===== src/olpd_pkg.sv =====
// Shared types and constants for the ordered list block.
package olpd_pkg;

  localparam int DEPTH  = 16;
  localparam int DATA_W = 32;
  localparam int CNT_W  = $clog2(DEPTH + 1);
  localparam int IDX_W  = (DEPTH > 1) ? $clog2(DEPTH) : 1;

  typedef enum logic [1:0] {
    ACT_ADD    = 2'd0,
    ACT_REMOVE = 2'd1,
    ACT_SHOW   = 2'd2,
    ACT_NONE   = 2'd3
  } action_e;

  typedef enum logic [2:0] {
    ST_ADDED    = 3'd0,
    ST_FULL     = 3'd1,
    ST_REMOVED  = 3'd2,
    ST_NOTFOUND = 3'd3,
    ST_ELEMENT  = 3'd4,
    ST_EMPTY    = 3'd5
  } status_e;

  typedef enum logic [1:0] {
    FSM_IDLE,
    FSM_REMOVE,
    FSM_SHOW
  } fsm_e;

  typedef enum logic [2:0] {
    CELL_HOLD,
    CELL_PUSH,
    CELL_MATCH,
    CELL_PULL,
    CELL_ROTATE
  } cell_op_e;

  typedef struct packed {
    cell_op_e                  op;
    logic signed [DATA_W-1:0]  value;
    logic [CNT_W-1:0]          count;
  } cell_cmd_t;

endpackage


===== src/olpd_cell.sv =====
// One list position: holds an entry and trades it with its neighbors.
module olpd_cell (
  input  logic                             clk_i,
  input  logic                             rst_ni,
  input  olpd_pkg::cell_cmd_t              cmd_i,
  input  logic [olpd_pkg::IDX_W-1:0]       idx_i,
  input  logic signed [olpd_pkg::DATA_W-1:0] prev_i,
  input  logic signed [olpd_pkg::DATA_W-1:0] next_i,
  input  logic signed [olpd_pkg::DATA_W-1:0] head_i,
  input  logic                             found_i,
  output logic signed [olpd_pkg::DATA_W-1:0] data_o,
  output logic                             found_o
);
  import olpd_pkg::*;

  logic signed [DATA_W-1:0] data_q, data_d;
  logic                     hit_q, hit_d;
  logic [CNT_W-1:0]         pos;
  logic                     in_use;
  logic                     at_tail;

  assign pos     = CNT_W'(idx_i);
  assign in_use  = pos < cmd_i.count;
  assign at_tail = (pos == cmd_i.count - CNT_W'(1));
  // a match here or closer to the head pulls this position from the next one
  assign found_o = found_i | hit_q;
  assign data_o  = data_q;

  always_comb begin
    data_d = data_q;
    hit_d  = hit_q;
    case (cmd_i.op)
      CELL_PUSH:   data_d = prev_i;
      CELL_MATCH:  hit_d  = in_use && (data_q == cmd_i.value);
      CELL_PULL: begin
        if (found_o) begin
          data_d = next_i;
        end
        hit_d = 1'b0;
      end
      // wrap the head around to the tail so a full pass restores the order
      CELL_ROTATE: data_d = at_tail ? head_i : next_i;
      default:     data_d = data_q;
    endcase
  end

  always_ff @(posedge clk_i) begin
    data_q <= data_d;
  end

  always_ff @(posedge clk_i or negedge rst_ni) begin
    if (!rst_ni) begin
      hit_q <= 1'b0;
    end else begin
      hit_q <= hit_d;
    end
  end

endmodule


===== src/ordered_list_push_front_delete_match.sv =====
// Top level: ordered list held in a chain of cells, stream in and out.
// Add: result registered in the cycle after acceptance; next item accepted the cycle after if the output is ready.
// Remove: compare in every cell, then close the gap once the output is ready; the result is registered with the close.
// Show: one entry per cycle while the output is ready, from head to tail as the rotating chain passes the head.
// Throughput bounded by the output register; one item in flight at a time.
// Reset (async, active low) empties the list; entry storage is not cleared.
module ordered_list_push_front_delete_match (
  input  logic                               clk_i,
  input  logic                               rst_ni,
  input  logic                               s_axis_tvalid,
  output logic                               s_axis_tready,
  input  logic signed [olpd_pkg::DATA_W-1:0] s_axis_tdata,  // value
  input  logic [1:0]                         s_axis_tuser,  // action
  output logic                               m_axis_tvalid,
  input  logic                               m_axis_tready,
  output logic signed [olpd_pkg::DATA_W-1:0] m_axis_tdata,  // element
  output logic [2:0]                         m_axis_tuser,  // status
  output logic                               m_axis_tlast
);
  import olpd_pkg::*;

  fsm_e                     state_q, state_d;
  logic [CNT_W-1:0]         count_q, count_d;
  logic [CNT_W-1:0]         show_q, show_d;
  logic signed [DATA_W-1:0] val_q, val_d;

  logic                     out_valid_q, out_valid_d;
  status_e                  out_status_q, out_status_d;
  logic signed [DATA_W-1:0] out_elem_q, out_elem_d;
  logic                     out_last_q, out_last_d;

  logic                     out_ready;
  logic                     accept;
  logic                     load;
  cell_cmd_t                cmd;

  logic signed [DATA_W-1:0] data_w [DEPTH];
  logic                     found_w [DEPTH+1];

  assign out_ready     = !out_valid_q || m_axis_tready;
  assign s_axis_tready = (state_q == FSM_IDLE) && out_ready;
  assign accept        = s_axis_tvalid && s_axis_tready;

  assign found_w[0] = 1'b0;

  for (genvar i = 0; i < DEPTH; i++) begin : g_cell
    logic signed [DATA_W-1:0] prev_s;
    logic signed [DATA_W-1:0] next_s;
    if (i == 0) begin : g_first
      assign prev_s = s_axis_tdata;
    end else begin : g_mid
      assign prev_s = data_w[i-1];
    end
    if (i == DEPTH - 1) begin : g_last
      assign next_s = data_w[i];
    end else begin : g_inner
      assign next_s = data_w[i+1];
    end
    olpd_cell u_cell (
      .clk_i   (clk_i),
      .rst_ni  (rst_ni),
      .cmd_i   (cmd),
      .idx_i   (IDX_W'(i)),
      .prev_i  (prev_s),
      .next_i  (next_s),
      .head_i  (data_w[0]),
      .found_i (found_w[i]),
      .data_o  (data_w[i]),
      .found_o (found_w[i+1])
    );
  end

  always_comb begin
    state_d      = state_q;
    count_d      = count_q;
    show_d       = show_q;
    val_d        = val_q;
    cmd.op       = CELL_HOLD;
    cmd.value    = s_axis_tdata;
    cmd.count    = count_q;
    load         = 1'b0;
    out_status_d = out_status_q;
    out_elem_d   = out_elem_q;
    out_last_d   = out_last_q;

    case (state_q)
      FSM_IDLE: begin
        if (accept) begin
          case (action_e'(s_axis_tuser))
            ACT_ADD: begin
              load         = 1'b1;
              out_elem_d   = s_axis_tdata;
              out_last_d   = 1'b1;
              if (count_q == CNT_W'(DEPTH)) begin
                out_status_d = ST_FULL;
              end else begin
                cmd.op       = CELL_PUSH;
                count_d      = count_q + CNT_W'(1);
                out_status_d = ST_ADDED;
              end
            end
            ACT_REMOVE: begin
              cmd.op  = CELL_MATCH;
              val_d   = s_axis_tdata;
              state_d = FSM_REMOVE;
            end
            ACT_SHOW: begin
              if (count_q == '0) begin
                load         = 1'b1;
                out_status_d = ST_EMPTY;
                out_elem_d   = '0;
                out_last_d   = 1'b1;
              end else begin
                show_d  = '0;
                state_d = FSM_SHOW;
              end
            end
            default: ;  // unused action: drop silently
          endcase
        end
      end

      FSM_REMOVE: begin
        if (out_ready) begin
          cmd.op     = CELL_PULL;
          load       = 1'b1;
          out_elem_d = val_q;
          out_last_d = 1'b1;
          if (found_w[DEPTH]) begin
            count_d      = count_q - CNT_W'(1);
            out_status_d = ST_REMOVED;
          end else begin
            out_status_d = ST_NOTFOUND;
          end
          state_d = FSM_IDLE;
        end
      end

      FSM_SHOW: begin
        if (out_ready) begin
          cmd.op       = CELL_ROTATE;
          load         = 1'b1;
          out_status_d = ST_ELEMENT;
          out_elem_d   = data_w[0];
          out_last_d   = (show_q == count_q - CNT_W'(1));
          show_d       = show_q + CNT_W'(1);
          if (show_q == count_q - CNT_W'(1)) begin
            state_d = FSM_IDLE;
          end
        end
      end

      default: state_d = FSM_IDLE;
    endcase
  end

  always_comb begin
    out_valid_d = out_valid_q;
    if (load) begin
      out_valid_d = 1'b1;
    end else if (m_axis_tready) begin
      out_valid_d = 1'b0;
    end
  end

  always_ff @(posedge clk_i or negedge rst_ni) begin
    if (!rst_ni) begin
      state_q     <= FSM_IDLE;
      count_q     <= '0;
      show_q      <= '0;
      out_valid_q <= 1'b0;
    end else begin
      state_q     <= state_d;
      count_q     <= count_d;
      show_q      <= show_d;
      out_valid_q <= out_valid_d;
    end
  end

  always_ff @(posedge clk_i) begin
    val_q        <= val_d;
    out_status_q <= out_status_d;
    out_elem_q   <= out_elem_d;
    out_last_q   <= out_last_d;
  end

  assign m_axis_tvalid = out_valid_q;
  assign m_axis_tdata  = out_elem_q;
  assign m_axis_tuser  = out_status_q;
  assign m_axis_tlast  = out_last_q;

`ifndef SYNTH
  a_count_bound: assert property (@(posedge clk_i) disable iff (!rst_ni)
    count_q <= CNT_W'(DEPTH))
    else $error("entry count beyond depth");

  a_ready_idle: assert property (@(posedge clk_i) disable iff (!rst_ni)
    s_axis_tready |-> (state_q == FSM_IDLE))
    else $error("input taken while busy");

  a_remove_done: assert property (@(posedge clk_i) disable iff (!rst_ni)
    (state_q == FSM_REMOVE) && out_ready |=> (state_q == FSM_IDLE) && m_axis_tvalid)
    else $error("remove did not finish");

  a_add_count: assert property (@(posedge clk_i) disable iff (!rst_ni)
    accept && (s_axis_tuser == ACT_ADD) && (count_q != CNT_W'(DEPTH))
    |=> count_q == $past(count_q) + CNT_W'(1))
    else $error("add did not grow the list");

  a_show_last: assert property (@(posedge clk_i) disable iff (!rst_ni)
    (state_q == FSM_SHOW) && out_ready && (show_q == count_q - CNT_W'(1))
    |=> m_axis_tlast && (state_q == FSM_IDLE))
    else $error("show pass did not end on the tail");
`endif

endmodule


===== config.mk =====
export PLATFORM = sky130hd
export DESIGN_NAME = ordered_list_push_front_delete_match
export DESIGN_NICKNAME = d
export VERILOG_FILES = /design/src/olpd_pkg.sv /design/src/olpd_cell.sv /design/src/ordered_list_push_front_delete_match.sv
export SDC_FILE = /design/constraint.sdc
export NUM_CORES = 2
export LEC_CHECK = 0
export BUFFER_PORTS_ARGS = -buffer_cell sky130_fd_sc_hd__buf_2
export CAP_MARGIN = 20
export CORE_MARGIN = 5
export CORE_UTILIZATION = 55
export CTS_BUF_LIST = sky130_fd_sc_hd__clkbuf_16
export CTS_CLUSTER_DIAMETER = 150
export DETAILED_ROUTE_END_ITERATION = 8
export PLACE_DENSITY_LB_ADDON = 0.15
export RECOVER_POWER = 25
export SETUP_SLACK_MARGIN = 0.3
export SLEW_MARGIN = 20
export SYNTH_ARGS = -nofsm -noshare
export SYNTH_HDL_FRONTEND = slang
export SYNTH_SLANG_ARGS = --single-unit

===== constraint.sdc =====
create_clock -name clk_i -period 6.09 [get_ports clk_i]
set_input_delay 0.9135 -clock clk_i [delete_from_list [all_inputs] [get_ports clk_i]]
set_output_delay 0.9135 -clock clk_i [all_outputs]
set_load 0.02 [all_outputs]

Word level (Yosys, flattened, before mapping)
Index checks and enable logic that the tools add are counted.
W data, S select, Z words.
{"block": "classes", "n_addsub": 3, "order_cmp": 16, "eq_ne": 71, "n_mux": 114, "n_bitwise": 15, "reduce_logical": 53}
{"operator": "$pmux W32 S3", "n": 16}
{"operator": "$mux W32", "n": 35}
{"operator": "$eq A32 B32 Y1", "n": 16}
{"operator": "$pmux W32 S2", "n": 2}
{"operator": "$mux W5", "n": 9}
{"operator": "$eq A4 B5 Y1 const A", "n": 8}
{"operator": "$lt A4 B5 Y1 const A", "n": 8}
{"operator": "$ne A2 B1 Y1 const B", "n": 19}
{"operator": "$pmux W1 S2", "n": 19}
{"operator": "$reduce_and A2 Y1", "n": 15}
{"operator": "$eq A3 B5 Y1 const A", "n": 4}
{"operator": "$lt A3 B5 Y1 const A", "n": 4}
{"operator": "$pmux W5 S2", "n": 2}
{"operator": "$logic_and A1 B1 Y1", "n": 18}
{"operator": "$pmux W3 S3", "n": 2}
{"operator": "$reduce_and A6 Y1", "n": 3}
{"operator": "$mux W3", "n": 5}
{"operator": "$or A1 B1 Y1", "n": 15}
{"operator": "$mux W2", "n": 7}
{"operator": "$ne A2 B2 Y1 const B", "n": 7}
{"operator": "$mux W1", "n": 12}
{"operator": "$add A5 B1 Y5 const B", "n": 2}
{"operator": "$eq A2 B5 Y1 const A", "n": 2}
{"operator": "$logic_not A5 Y1", "n": 2}
{"operator": "25 further kinds", "n": 40}
{"block": "word_totals", "register_bits": 609, "inputBits": 38}

Depth between registers and ports, before layout
{"block": "logic_depth", "word_depth": 18, "ltp_mapped": 11}

Cells and area by module
Synthesis repeated with hierarchy kept, for this count alone.
{"block": "unflattened", "cells_unflattened": 3374, "hier_area_um2": 39889.5}
{"mod": "olpd_cell (g_cell[15].u_cell ...)", "instances": 10, "cells_each": 195, "area_each_um2": 2284.7}
{"mod": "olpd_cell (g_cell[0].u_cell ...)", "instances": 6, "cells_each": 191, "area_each_um2": 2230.9}
{"mod": "ordered_list_push_front_delete_match", "instances": 1, "cells_each": 278, "area_each_um2": 3657.3}

Least setup slack after synthesis
No wires, ideal clock.
{"block": "synth_timing", "path_kind": "register to register", "from": "register count_q[0]", "to": "register g_cell[0].u_cell.data_q[0], enable pin", "setup_ns": 0.474, "arrival_ns": 4.395, "required_time_ns": 5.616, "setup_slack_ns": 1.221, "path_stages_with_launch": 10, "n_path_buf": 3, "period_less_slack_ns": 4.869, "path_cell_list": "dfrtp_1 buf_2 inv_1 ha_1 buf_4 nor3b_4 xnor2_2 and4_1 clkbuf_1 a221oi_1"}
{"block": "synth_between", "elab_chain_cells": 8}
{"item": "start: declaration", "line_no": "ordered_list_push_front_delete_match.sv:23", "text": "logic [CNT_W-1:0] count_q, count_d;"}
{"item": "start signal: assignment", "line_no": "ordered_list_push_front_delete_match.sv:174", "text": "count_q <= count_d;"}
{"item": "$eq A5 B5 Y1", "line_no": "ordered_list_push_front_delete_match.sv:94", "text": "if (count_q == CNT_W'(DEPTH)) begin"}
{"item": "$mux W1", "line_no": "ordered_list_push_front_delete_match.sv:94"}
{"item": "$pmux W2 S2", "line_no": "ordered_list_push_front_delete_match.sv:89", "text": "case (action_e'(s_axis_tuser))"}
{"item": "$mux W2", "line_no": "ordered_list_push_front_delete_match.sv:88", "text": "if (accept) begin"}
{"item": "$pmux W3 S3", "line_no": "ordered_list_push_front_delete_match.sv:86", "text": "case (state_q)"}
{"item": "$eq A3 B2 Y1, or another cell as far along", "line_no": "olpd_cell.sv:32", "text": "case (cmd_i.op)"}
{"item": "$ne A2 B1 Y1 (no line), or another cell as far along"}
{"item": "$reduce_and A3 Y1 (no line) (*)"}
{"item": "end signal: assignment", "line_no": "olpd_cell.sv:48", "text": "data_q <= data_d;"}
{"item": "end: declaration", "line_no": "olpd_cell.sv:16", "text": "logic signed [DATA_W-1:0] data_q, data_d;"}
Mark *: on every way between the ends. The rest lies on a longest branch, timed or not.
A chain may end at the register's enable or synchronous reset.

Final worst setup path
{"block": "layout_timing", "from": "register count_q[1]", "to": "register g_cell[5].u_cell.data_q[21], data pin"}
{"block": "layout_between", "elab_chain_cells": 7}
{"item": "$eq A5 B5 Y1", "line_no": "ordered_list_push_front_delete_match.sv:94"}
{"item": "$mux W1", "line_no": "ordered_list_push_front_delete_match.sv:94"}
{"item": "$pmux W2 S2", "line_no": "ordered_list_push_front_delete_match.sv:89"}
{"item": "$mux W2", "line_no": "ordered_list_push_front_delete_match.sv:88"}
{"item": "$pmux W3 S3", "line_no": "ordered_list_push_front_delete_match.sv:86"}
{"item": "$eq A3 B3 Y1, or another cell as far along", "line_no": "olpd_cell.sv:32"}
{"item": "$pmux W32 S3 (*)", "line_no": "olpd_cell.sv:32"}
{"item": "net g_cell[5].u_cell.data_d[21]", "line_no": "olpd_cell.sv:16"}
{"item": "end signal: assignment", "line_no": "olpd_cell.sv:48"}
{"item": "end: declaration", "line_no": "olpd_cell.sv:16"}
Mark *: on every way through the listed nets, which the timed path passes. The rest lies on a longest branch.

==> out/qor.yml <==
power_and_ir_drop:
  leakage_nw: 13.6
  p_per_area_nw_per_um2: 732
  irDropWorstVdd_mv: 0.503
place:
  hpwl_mm: 89.4
  dp_slack_ps: 1910
  post_dp_cell_area_sq_um: 35800
  routabilityCongestion: 1.02
  portBuffers: 75
  place_inst: 3553
logic_synthesis:
  synth_edf_count: 580
  syn_area_sq_um: 35200
  synth_top_area_cell: "edfxtp_1"
  synth_cell_types: 73
  synth_async_sr_flop_share_pct: 4.76
  synth.avg_cell_area_sq_um: 12.3
  synth_common_cells: "edfxtp_1 (580), a221o_1 (418), xor2_1 (280)"
  synth_top_area_share_pct: 49.4
  yosys_register_bits: 609
  synth_nets: 2924
  synth-main-ff-cell: "edfxtp_1"
  synthCells: 2874
  synth_area_leaders: "edfxtp_1 (49%), a221o_1 (12%), xor2_1 (7.0%)"
  yosysMostFrequentCell: "edfxtp_1"
  ys_seq_area_share_pct: 51.5
  yosys_warnings: 0
min_path:
  hold_path_class: "in2reg"
finish:
  design_area_sq_um: 38100
  drive_gt1_share_pct: 10.6
  syn_to_final_growth_pct: 8.15
  diodes: 0
  register_area_sq_um: 18100
  fin_cells: 3690
  nFillCells: 5146
  nets: 2840
  multiInputGateArea_sq_um: 15500
clock_network:
  cts_max_path_buffers: 3
  cts_buffers: 70
  ctsResizeCount: 0
  path_clk_slew_ps: 60
  cts.sinks: 609
  h-tree-depth: 3
  cts_tree: "built"
  cts_hold_buffers: 0
  insertion_delay_ps: 620
  postCtsSetupBuffers: 0
  cts_root_buf: "clkbuf_16"
floorplan:
  fp.coreArea_sq_um: 63300
  dieArea_sq_um: 69200
  fp-row-count: 92
  die_x_um: 263
  fp.dieH_um: 263
  ios: 76
  initial_core_util_pct: 55.7
worst_setup_path:
  critPathLaunchType: "flop"
  cp_max_fo: 40
  crit_path_end_kind: "flop"
  cp.arrival_ps: 5280
  required_ps: 6440
  crit_type: "reg2reg"
global_route:
  grt_first_pass_wirelength_mm: 185
  grt_max_degree: 220
  grt_overflow: 0
  grt_pass1_vias: 25400
  grt_antenna_before_repair: 2
  grt_use_total_pct: 35.7
sta:
  relSlewSlack_pct: -49.1
  final-max-slew-violation-count: 753
  finalClockSkew_ps: 24.4
  rsz0062_at_grt: "false"
  hold_viol_final: 0
  fin_crit_sh_pct: 80.8
  tightest_slew_ps: 2240
  setup_ws_ps: 1170
  setup_tns_ps: 0
  setup_viol: 0
  timing.fmax_ghz: 0.203
  fin_crit_ps: 4920
drt:
  drc: 1
  wirelength_mm: 131
  drtAntennaViolNets: 0
  dr.pass1.iters: 8
  num_vias: 27300
  wl_per_cell_um: 35.4
  viasPerCell: 7.40
  first_iter_violations: 5048
status:
  violations: "DRC, capacitance limit, slew limit"
  status: "finished with violations"
run:
  drv_cap: 35
[through the flow]
stage	power (mW)	utilization [%]	hold WS [ps]
after floorplan	18.7	-	434
after CTS	27.1	60.1	421
final	27.9	60.2	501
after global routing	28.6	60.2	484
after detailed placement	22.8	56.5	484
after global placement	22.4	56.5	470
[cells in the final DEF, fill, tap and decap left out, types with 67 or more instances in the layout]
cell type / instances
nand4_1: 77
clkbuf_16: 74
mux2_2: 67
xor2_1: 280
clkbuf_1: 72
edfxtp_1: 580
nor4_1: 73
xnor2_1: 240
and3_1: 225
nand2_1: 84
a221o_1: 418
nor2_1: 187
[worst max-delay path, stage by stage (launching register included)]
cell and delay (ps):
dfrtp_1 640, inv_1 250, ha_1 410, nand4bb_1 230, o2111ai_1 400, a21oi_1 1200, buf_4 640, a31oi_4 240
buf_8 290, a221o_1 330
[path summary, 6_finish.rpt]
kind                                                    start                               endpoint  slack, ps  cells after the start
setup reg to reg                       count_q[1]$_DFFE_PN0P_  g_cell[5].u_cell.data_o[21]$_DFFE_PP_       1170                      9
min in group asynchronous                              rst_ni     g_cell[3].u_cell.hit_q$_DFFE_PN0P_        870                      1
max in group asynchronous                              rst_ni              m_axis_tvalid$_DFFE_PN0P_       4030                      1
setup / recovery                       count_q[1]$_DFFE_PN0P_  g_cell[5].u_cell.data_o[21]$_DFFE_PP_       1170                      9
hold / removal                               s_axis_tdata[22]                    val_q[22]$_DFFE_PP_        500                      1
hold reg to reg            g_cell[8].u_cell.hit_q$_DFFE_PN0P_     g_cell[8].u_cell.hit_q$_DFFE_PN0P_        500                      2
[cell type report]
cell class,instances,area share (%)
well taps,846,2.78
clock buffers,74,4.86
flip-flops and latches,609,47.6
multi-input cells,1925,40.7
clock inverters,52,1.04
inverters,48,0.473
repair buffers,136,2.50
[state kept, by name (all words and copies together) (netlist names), 2 cells and up]
register              flops
state_q                   2
val_q                    32
show_q                    5
m_axis_tdata             32
g_cell.u_cell.hit_q      16
g_cell.u_cell.data_o    512
m_axis_tuser              3
count_q                   5
[metal layers]
| metal | wire length (um) | part of all wire (%) | vias to the layer above | global-route usage (%) |
|---|---|---|---|---|
| met1 | 49500 | 38 | 13600 | 50.5 |
| met5 | 26 | 0.020 | - | 0 |
| li1 | - | - | 11100 | - |
| met3 | 20400 | 16 | 266 | 13.3 |
| met2 | 56400 | 43 | 2337 | 52.3 |
| met4 | 4240 | 3.2 | 4 | 9.70 |
[cells by family (layout without fill, tap and decap cells)]
logic type | count (synthesis) | count (layout) | synth area share (%)
adders and majority gates | 12 | 12 | 0.426
AOI/OAI and AO/OA | 532 | 532 | 15.1
and+or+nand+nor | 759 | 759 | 11.6
xor gates and xnor gates | 522 | 522 | 13.0
DFF | 609 | 609 | 51.5
muxes | 100 | 100 | 3.50
buffers and inverters | 340 | 310 | 4.80
[power by group]
part	total [mW]	switching, mW	internal [mW]
combinational	12.4	7.51	4.87
sequential	11.3	2.92	8.35
clock	4.24	1.79	2.45
Note: power is estimated with default switching activity, not from simulation.
